===== src/sv/dbft_pkg.sv =====
`timescale 1ns / 1ps
// ----------------------------------------------------------------------------
// dbft_pkg
// Shared types and constants of the detection box filter and transform.
// ----------------------------------------------------------------------------
package dbft_pkg;

  localparam int MAP_ENTRIES = 8;
  localparam int QUEUE_DEPTH = 4;
  localparam int QPTR_W = $clog2(QUEUE_DEPTH);
  localparam int CORDIC_STEPS = 16;

  localparam logic [14:0] DEPTH_CAP = 15'd19661;
  localparam logic [30:0] SPAN_CAP = 31'd36045;
  localparam logic [6:0] SPAN_CAP_CLASS = 7'd17;
  localparam logic signed [16:0] PI_Q13 = 17'sd25736;
  localparam logic signed [16:0] HALF_PI_Q13 = 17'sd12868;
  localparam logic signed [26:0] CORDIC_GAIN = 27'sd10188013;

  localparam logic signed [27:0] ATAN_Q24 [0:CORDIC_STEPS-1] = '{
    28'sd13176795, 28'sd7778716, 28'sd4110060, 28'sd2086331,
    28'sd1047214, 28'sd524117, 28'sd262123, 28'sd131069,
    28'sd65536, 28'sd32768, 28'sd16384, 28'sd8192,
    28'sd4096, 28'sd2048, 28'sd1024, 28'sd512
  };

  // Configuration register indexes.
  localparam logic [2:0] REG_MAX_DISTANCE = 3'd0;
  localparam logic [2:0] REG_TARGET_MODE = 3'd1;
  localparam logic [2:0] REG_NEGATE_BEARING = 3'd2;
  localparam logic [2:0] REG_CAMERA_OFFSET_X = 3'd3;
  localparam logic [2:0] REG_CAMERA_OFFSET_Y = 3'd4;
  localparam logic [2:0] REG_CLASS_MAP_LOW = 3'd5;
  localparam logic [2:0] REG_CLASS_MAP_HIGH = 3'd6;

  // Target frame codes.
  localparam logic [1:0] MODE_MAP = 2'd0;
  localparam logic [1:0] MODE_ROBOT = 2'd1;

  typedef struct packed {
    logic [30:0]        max_distance;
    logic [1:0]         target_mode;
    logic               negate_bearing;
    logic signed [31:0] camera_offset_x;
    logic signed [31:0] camera_offset_y;
    logic [63:0]        class_map_low;
    logic [63:0]        class_map_high;
  } cfg_t;

  // One classified object waiting in the queue.
  typedef struct packed {
    logic               kept;
    logic               frame_end;
    logic [30:0]        range_dist;
    logic signed [16:0] angle;
    logic signed [15:0] robot_yaw;
    logic [14:0]        depth;
    logic [30:0]        span;
    logic signed [31:0] robot_x;
    logic signed [31:0] robot_y;
  } qitem_t;

  // Payload that travels beside the trig pipeline.
  typedef struct packed {
    logic               kept;
    logic               frame_end;
    logic [30:0]        range_dist;
    logic [14:0]        depth;
    logic [30:0]        span;
    logic signed [31:0] robot_x;
    logic signed [31:0] robot_y;
    logic               flip_b;
    logic               flip_y;
  } pl_t;

endpackage


===== src/sv/dbft_front.sv =====
`timescale 1ns / 1ps
// ----------------------------------------------------------------------------
// dbft_front
// Filters an incoming object and forms the queue word for the back end.
// ----------------------------------------------------------------------------
module dbft_front import dbft_pkg::*; (
  input  cfg_t               cfg,
  input  logic [6:0]         class_id,
  input  logic [7:0]         score,
  input  logic [30:0]        range_dist,
  input  logic signed [15:0] bearing,
  input  logic signed [31:0] obj_width,
  input  logic signed [31:0] obj_height,
  input  logic signed [31:0] robot_x,
  input  logic signed [31:0] robot_y,
  input  logic signed [15:0] robot_yaw,
  input  logic               last_object,
  output qitem_t             item
);

  logic [15:0] entry [0:MAP_ENTRIES-1];
  logic        class_ok;
  logic        found;

  always_comb begin
    found = 1'b0;
    class_ok = 1'b0;
    for (int k = 0; k < MAP_ENTRIES; k++) begin
      entry[k] = (k < 4) ? cfg.class_map_low[16*(k%4) +: 16]
                         : cfg.class_map_high[16*(k%4) +: 16];
      // The lowest valid entry with a matching class decides.
      if (!found && entry[k][15] && entry[k][14:8] == class_id) begin
        found = 1'b1;
        class_ok = (score >= entry[k][7:0]);
      end
    end
  end

  always_comb begin
    item.kept = (range_dist <= cfg.max_distance) && class_ok &&
                !obj_width[31] && !obj_height[31];
    item.frame_end = last_object;
    item.range_dist = range_dist;
    item.angle = cfg.negate_bearing ? -17'(bearing) : 17'(bearing);
    item.robot_yaw = robot_yaw;
    item.depth = ($signed(obj_width) < $signed({17'd0, DEPTH_CAP})) ? obj_width[14:0]
                                                                   : DEPTH_CAP;
    item.span = (class_id == SPAN_CAP_CLASS && obj_width[30:0] > SPAN_CAP) ? SPAN_CAP
                                                                         : obj_width[30:0];
    item.robot_x = robot_x;
    item.robot_y = robot_y;
  end

endmodule


===== config.mk =====
export PLATFORM = sky130hd
export DESIGN_NAME = dbft_front
export DESIGN_NICKNAME = d
export VERILOG_FILES = /design/src/sv/dbft_pkg.sv /design/src/sv/dbft_front.sv
export SDC_FILE = /design/constraint.sdc
export NUM_CORES = 1
export LEC_CHECK = 0
export ABC_CLOCK_PERIOD_IN_PS = 3800
export BUFFER_PORTS_ARGS = -buffer_cell sky130_fd_sc_hd__buf_2
export CAP_MARGIN = 15
export CORE_AREA = 2 2 235 237
export DETAILED_ROUTE_END_ITERATION = 8
export DIE_AREA = 0 0 237 239
export GPL_TIMING_DRIVEN = 0
export PLACE_DENSITY = 0.36
export REMOVE_ABC_BUFFERS = 1
export SETUP_SLACK_MARGIN = 0.05
export SYNTH_ARGS = -nofsm -noshare
export SYNTH_HDL_FRONTEND = slang
export SYNTH_SLANG_ARGS = --single-unit

===== constraint.sdc =====
create_clock -name vclk -period 3.8
set_clock_uncertainty 0.2 [all_clocks]
set_input_delay 0.76 -clock vclk [all_inputs]
set_output_delay 0.76 -clock vclk [all_outputs]
set_load 0.01 [all_outputs]

==> results.yml, run 1 <==
detailed_routing:
  vias_per_cell: 3.361
  final_antenna_net_count: 0
  wl_met3_mm: 10.64
  drt_iter0_markers: 182
  dr_total_vias: 5337
  top_layer_used: "met5"
  drt_wl_total_mm: 36.65
  detail_route.wl_per_cell_um: 23.08
  wl_met2_mm: 14.52
  drcViolationCount: 0
  met1_length_mm: 10.72
  first_pass_iters: 4
timing:
  timing.final.ws_setup_ns: -0.06209
  final_max_slew_viol_count: 0
  rsz0062_at_grt: "true"
  worst_pin_slew_ns: 0.6317
  period_share: 1.016
  relSlewSlack: 0.5769
  fmax_mhz: 258.9
  hold_slack_ns: 1.320
  fin_crit_ns: 3.862
  finalSetupViolations: 1
  hold_viol_final: 0
die:
  rows: 86
  die_h_um: 239
  io_pins: 609
  core_area_sq_um: 54340
  initial_core_util: 0.08612
  die-area_sq_um: 56640
  die_w_um: 237
critical_path:
  slowest_delay_ns: 0.41
  critPathKind: "in2out"
  crit_family: "compound AO/OA/AOI/OAI gates"
  cp.required_ns: 2.84
  crit_path_frequent_cell: "a221oi_2"
  worst_setup_path_end_kind: "primary output"
  slowest_stage: "a211o_4"
  critPathBufInv: 2
  crit_fanout: 2
  arrival_ns: 2.90
  crit_path_cell_trace: "buf_2 > ha_4 > and2_4 > a221o_1 > a221oi_2 > o221ai_2 > a211o_4 > a221oi_2 > buf_4"
  setup.worst_path.start_class: "input port"
finish:
  nFlopsAndLatches: 0
  area_growth_pct: 40.78
  n_clock_buffer: 0
  fin_util: 0.1212
  finalNonFillerCells: 1588
  fin_nets: 1414
  drive_gt1_frac: 0.4292
  n_fill_cell: 6346
  regArea_sq_um: 0
logic_synthesis:
  yosysSeqAreaShare: 0
  synth_compound_area_frac: 0.1305
  synth_common_cells: "119 x buf_4, 96 x ha_1, 93 x inv_1, 45 x xnor2_1, 31 x nor2b_1"
  synth_top_family_by_area: "buffers and inverters"
  synth_area_leaders: "ha_1 26%, buf_4 19%, xnor2_1 8.4%"
  synth_mux_area_frac: 0.002139
  yosys_warnings: 0
  synth_area_leader_cell: "ha_1"
  synth-simple-area-share: 0.2083
  syn_area_sq_um: 4679
  yosysMostFrequentCell: "buf_4"
  synth-adder-area-share: 0.2567
  yosysUniqueCellTypes: 50
  yosysTopAreaCellShare: 0.2567
  synth_xor_area_frac: 0.1310
  synth_cells: 654
  syn_avg_cell_area_sq_um: 7.155
power:
  power.leakage_nw: 3.332
  power.density_nw_per_um2: 100.6
  p_total_mw: 0.6625
  vdd_drop_max_uv: 56.79
grt:
  grt_pass1_vias: 5039
  grt_max_degree: 27
  grt_usage: 0.1215
  grt_pass1_wl_mm: 46.09
  grt_antenna_before_repair: 10
  overflow: 0
place:
  dp.cells: 1583
  place.port_buffers: 350
  dp.final_hpwl_mm: 34.31
  gp_congestion: 0.9648
run_status:
  outcome: "finished with violations"
  violations: "setup timing"
worst_hold_path:
  hold_path_class: "in2out"
job:
  max_cap_viol_count: 0
clocking:
  hold_buffers: 0
## report_power, final
part | internal [mW] | total [mW] | leakage [nW] | switching (mW)
Clock | 0.0000000353 | 0.0000000353 | 0.00000634 | 0
Sequential | 0 | 0 | 0 | 0
Combinational | 0.312 | 0.662 | 3.33 | 0.351
Total | 0.312 | 0.662 | 3.33 | 0.351
## routing by layer
| metal | up-vias | track usage |
|---|---|---|
| met3 | 26 | 0.1689 |
| li1 | 2559 | - |
| met4 | 22 | 0.001343 |
| met1 | 2309 | 0.1006 |
| met2 | 421 | 0.1734 |
| met5 | - | 0.06494 |
## cell usage in the layout, fill, tap and decap left out, types with 3 or more instances in the layout
cell type | synthesis | layout
a31oi_1 | 5 | 3
o211ai_1 | 5 | 5
buf_2 | 1 | 347
nand3_1 | 8 | 8
inv_2 | 0 | 3
ha_4 | 0 | 4
nor3_1 | 9 | 8
or2_1 | 16 | 16
a21oi_1 | 21 | 18
a211oi_1 | 5 | 5
ha_1 | 96 | 92
nor4_1 | 8 | 7
o21ai_1 | 11 | 11
nor2_1 | 28 | 28
buf_4 | 119 | 4
nand2b_1 | 6 | 6
inv_1 | 93 | 89
nor3b_1 | 4 | 4
xnor2_1 | 45 | 45
and4_1 | 4 | 4
a21o_1 | 5 | 5
a21oi_2 | 1 | 4
nand4_1 | 22 | 22
o21a_1 | 3 | 3
o2111ai_1 | 4 | 4
o21ai_0 | 17 | 16
o31ai_1 | 3 | 3
nand2_1 | 25 | 25
or3_1 | 3 | 3
nor2b_1 | 31 | 31
xor2_1 | 25 | 25
## final cells by class
class / instances / area, sq um / share of cell area
antenna: 1 / 2.502 / 0.0003799
tap: 704 / 880.8 / 0.1337
inverter: 93 / 352.8 / 0.05356
multi-input combinational: 435 / 3527 / 0.5354
timing repair buffer: 355 / 1824 / 0.2769
## metrics by stage
stage               worst slack, ns  setup TNS (ns)  instance area, sq um
finish                     -0.06209        -0.06209                  6588
global route                -0.1909         -0.1909                  6585
floorplan                    0.2357               0                  3759
global placement            -0.6684          -19.85                  6391
detailed placement          -0.5112         -0.5112                  6410
CTS                         -0.1714         -0.1714                  6526
## cell families after synthesis
group,after synthesis
AND/OR/NAND/NOR,175
AO/OA/AOI/OAI,93
multiplexers,1
buffers and inverters,219
adder cells (fa/ha/maj),96
XOR/XNOR,70
## what timing repair did
action	CTS	global route
gates resized for setup	20	5
setup buffers	1	2
pin swaps	9	6
endpoints found under the setup margin	1	1
hold endpoints to repair	0	0
## worst paths after layout
path | start | to | slack (ns) | cells after the start
max | range_dist[13] | item[175] | -0.06 | 9
min | robot_y[11] | item[11] | 1.32 | 0
Note: power is estimated with default switching activity, not from simulation.
==> inputs of run 2 (changes only) <==
--- a/config.mk
+++ b/config.mk
@@ -6,13 +6,13 @@
 export NUM_CORES = 1
 export LEC_CHECK = 0
 export ABC_CLOCK_PERIOD_IN_PS = 3800
-export BUFFER_PORTS_ARGS = -buffer_cell sky130_fd_sc_hd__buf_2
 export CAP_MARGIN = 15
-export CORE_AREA = 2 2 235 237
+export CORE_AREA = 2 2 239 241
 export DETAILED_ROUTE_END_ITERATION = 8
-export DIE_AREA = 0 0 237 239
+export DIE_AREA = 0 0 241 243
+export DONT_BUFFER_PORTS = 1
 export GPL_TIMING_DRIVEN = 0
-export PLACE_DENSITY = 0.36
+export PLACE_DENSITY = 0.3
 export REMOVE_ABC_BUFFERS = 1
 export SETUP_SLACK_MARGIN = 0.05
 export SYNTH_ARGS = -nofsm -noshare
==> results.yml, run 2 (synthesis results as in run 1) <==
detailed_routing:
  detail_route.wl_per_cell_um: 28.83
  drcViolationCount: 0
  first_pass_iters: 4
  drt_iter0_markers: 139
  final_antenna_net_count: 0
  drt_wl_total_mm: 37.08
  vias_per_cell: 3.178
  dr_total_vias: 4087
timing:
  fmax_mhz: 271.7
  finalSetupViolations: 0
  worst_pin_slew_ns: 1.057
  period_share: 0.9687
  final_max_slew_viol_count: 0
  timing.final.ws_setup_ns: 0.1190
  hold_slack_ns: 1.320
  rsz0062_at_grt: "true"
  hold_viol_final: 0
  relSlewSlack: 0.2920
  fin_crit_ns: 3.681
finish:
  drive_gt1_frac: 0.05094
  area_growth_pct: 4.011
  fin_nets: 1061
  regArea_sq_um: 0
  nFlopsAndLatches: 0
  final_area_sq_um: 4867
  n_clock_buffer: 0
  final_common_cell: "ha_1"
  fin_util: 0.08699
  layout_common_cells: "92 x ha_1, 89 x inv_1, 45 x xnor2_1"
  finalNonFillerCells: 1286
  antenna_cells: 0
critical_path:
  critPathKind: "in2out"
  worst_setup_path_end_kind: "primary output"
  arrival_ns: 2.72
  setup.worst_path.start_class: "input port"
  crit_fanout: 2
  cp.required_ns: 2.84
worst_hold_path:
  hold_path_class: "in2out"
grt:
  grt_usage: 0.1185
  grt_antenna_before_repair: 2
  grt_max_degree: 32
  grt_pass1_vias: 3965
  overflow: 0
  grt_pass1_wl_mm: 44.28
die:
  die_w_um: 241
  io_pins: 609
  die-area_sq_um: 58560
  die_h_um: 243
  core_area_sq_um: 55950
  rows: 87
  initial_core_util: 0.08364
power:
  vdd_drop_max_uv: 20.51
  power.leakage_nw: 1.934
  power.density_nw_per_um2: 82.50
run_status:
  outcome: "finished, final reports clean"
job:
  max_cap_viol_count: 0
place:
  dp.final_hpwl_mm: 35.36
  place.port_buffers: 0
  dp_slack_ns: -0.3083
  placed_cell_area_sq_um: 4723
  dp.cells: 1285
  gp_congestion: 1.054
[run 2: cell count changes in the layout (fill, tap and decap cells not counted), sizes merged]
cell / change
diode: -1
buf: -353
[run 2: final cells by class]
class,instances,area [sq um]
Tap cell,756,945.9
Multi-Input combinational cell,435,3533
Inverter,93,365.4
Fill cell,6621,51080
Timing Repair Buffer,2,22.52
[run 2: layer usage]
layer	GRT usage	share of wire
met4	0.001997	0.0020
met3	0.1919	0.34
met5	0.04461	0.0095
met1	0.08481	0.25
met2	0.1671	0.40
[run 2: path summary, 6_finish.rpt]
kind,to,slack [ns],startpoint,depth (start not counted)
worst max-delay path,item[175],0.12,range_dist[13],7
worst min-delay path,item[160],1.32,range_dist[17],0
[run 2: critical path, stage by stage]
cell	delay [ns]
ha_4	0.21
and2_4	0.15
a221o_1	0.32
a221oi_2	0.31
o221ai_2	0.20
a211o_4	0.42
a221oi_4	0.36
[run 2: power breakdown]
part / leakage [nW] / total, mW / internal [mW] / switching, mW
logic: 1.93 / 0.402 / 0.181 / 0.220
clock network: 0 / 0 / 0 / 0
registers: 0 / 0 / 0 / 0
total: 1.93 / 0.402 / 0.181 / 0.220
[run 2: repair_timing]
action / 4_1_cts / 5_1_grt
hold buffers: 0 / 0
setup buffers: 1 / 0
pin swaps: 13 / 3
gates resized for setup: 25 / 4
setup endpoints to repair: 1 / 1
[run 2: stage by stage]
step | total power [mW] | TNS, ns
2_1_floorplan | 0.2924 | 0
3_3_place_gp | 0.3907 | -3.497
3_5_place_dp | 0.3927 | -0.3083
4_1_cts | 0.4125 | 0
5_1_grt | 0.4624 | -0.02442
6_report | 0.4016 | 0
==> inputs of run 3 (changes only) <==
--- a/config.mk
+++ b/config.mk
@@ -7,9 +7,9 @@
 export LEC_CHECK = 0
 export ABC_CLOCK_PERIOD_IN_PS = 3800
 export CAP_MARGIN = 15
-export CORE_AREA = 2 2 239 241
+export CORE_AREA = 2 2 238 240
 export DETAILED_ROUTE_END_ITERATION = 8
-export DIE_AREA = 0 0 241 243
+export DIE_AREA = 0 0 240 242
 export DONT_BUFFER_PORTS = 1
 export GPL_TIMING_DRIVEN = 0
 export PLACE_DENSITY = 0.3
==> results.yml, run 3 (synthesis results as in run 1) <==
run_status:
  outcome: "finished, final reports clean"
finish:
  nFlopsAndLatches: 0
  area_growth_pct: 5.374
  final_common_cell: "ha_1"
  fin_nets: 1065
  n_clock_buffer: 0
  final_area_sq_um: 4931
  layout_common_cells: "91 x ha_1, 89 x inv_1, 45 x xnor2_1"
  drive_gt1_frac: 0.06367
  regArea_sq_um: 0
critical_path:
  arrival_ns: 2.79
  critPathKind: "in2out"
  cp.required_ns: 2.84
  crit_fanout: 2
  worst_setup_path_end_kind: "primary output"
  setup.worst_path.start_class: "input port"
power:
  power.density_nw_per_um2: 81.96
  seqPwrFrac: 0
  power_frac_comb: 1.000
  p_sw_mw: 0.2185
  swShare: 0.5407
  vdd_drop_max_uv: 19.77
  p_clk_frac: 0
  power.leakage_nw: 1.954
  p_total_mw: 0.4041
  p_int_mw: 0.1856
timing:
  worst_pin_slew_ns: 1.034
  hold_viol_final: 0
  relSlewSlack: 0.3071
  fin_crit_ns: 3.746
  finalSetupViolations: 0
  timing.final.ws_setup_ns: 0.05404
  final_max_slew_viol_count: 0
  period_share: 0.9858
  hold_slack_ns: 1.320
  rsz0062_at_grt: "true"
  fmax_mhz: 267.0
clocking:
  hold_buffers: 0
grt:
  grt_pass1_vias: 4021
  grt_pass1_wl_mm: 40.88
  grt_usage: 0.1081
  grt_antenna_before_repair: 7
  grt_max_degree: 29
  overflow: 0
die:
  io_pins: 609
  die_w_um: 240
  die_h_um: 242
  core_area_sq_um: 55730
  die-area_sq_um: 58080
  initial_core_util: 0.08396
  rows: 87
detailed_routing:
  first_pass_iters: 4
  vias_per_cell: 3.094
  dr_total_vias: 3994
  detail_route.wl_per_cell_um: 26.08
  drt_iter0_markers: 181
  drcViolationCount: 0
  drt_wl_total_mm: 33.67
  final_antenna_net_count: 0
job:
  max_cap_viol_count: 0
worst_hold_path:
  hold_path_class: "in2out"
place:
  gp_congestion: 1.059
  dp.final_hpwl_mm: 31.87
  dp_slack_ns: -0.3309
  place.port_buffers: 0
  placed_cell_area_sq_um: 4723
-- run 3: final timing paths --
kind / start / slack, ns / depth (start not counted) / to
worst min-delay path: range_dist[4] / 1.32 / 0 / item[147]
worst max-delay path: range_dist[13] / 0.05 / 7 / item[175]
-- run 3: area by class of cell --
type / instances / area, sq um
fill: 6630 / 50800
multi-input combinational: 435 / 3567
tap: 756 / 945.9
inverter: 93 / 362.8
timing repair buffer: 6 / 52.55
antenna: 1 / 2.502
-- run 3: timing repair --
item / 4_1_cts / 5_1_grt
gates resized for setup: 24 / 7
pin swaps: 12 / 5
setup buffers: 5 / 0
endpoints found under the setup margin: 1 / 1
-- run 3: critical path, stage by stage --
cell and delay [ns]:
ha_4 0.21, and2_4 0.15, a221o_1 0.33, a221oi_2 0.34, o221ai_4 0.21, a211o_4 0.41, a221oi_4 0.38
-- run 3: power by group through the flow --
stage | clock network [mW] | registers (mW) | logic (mW)
floorplan | 0 | 0 | 0.292
global placement | 0 | 0 | 0.383
detailed placement | 0 | 0 | 0.385
CTS | 0 | 0 | 0.411
global route | 0 | 0 | 0.465
finish | 0.0000000355 | 0 | 0.404
-- run 3: layer usage --
metal	routed length (um)	share of wire	global-route usage	vias to the layer above
met2	12220	0.36	0.1408	351
met3	10480	0.31	0.1624	34
met1	10110	0.30	0.09167	1731
met5	737	0.022	0.06734	-
li1	-	-	-	1862
met4	127	0.0038	0.003288	16
-- run 3: per-stage QoR --
stage	setup TNS (ns)	std cells	util
global placement	-5.388	1284	0.08441
CTS	-0.03449	1290	0.08778
finish	0	1291	0.08847
global route	-0.05731	1290	0.08843
detailed placement	-0.3309	1285	0.08475
floorplan	0	528	-
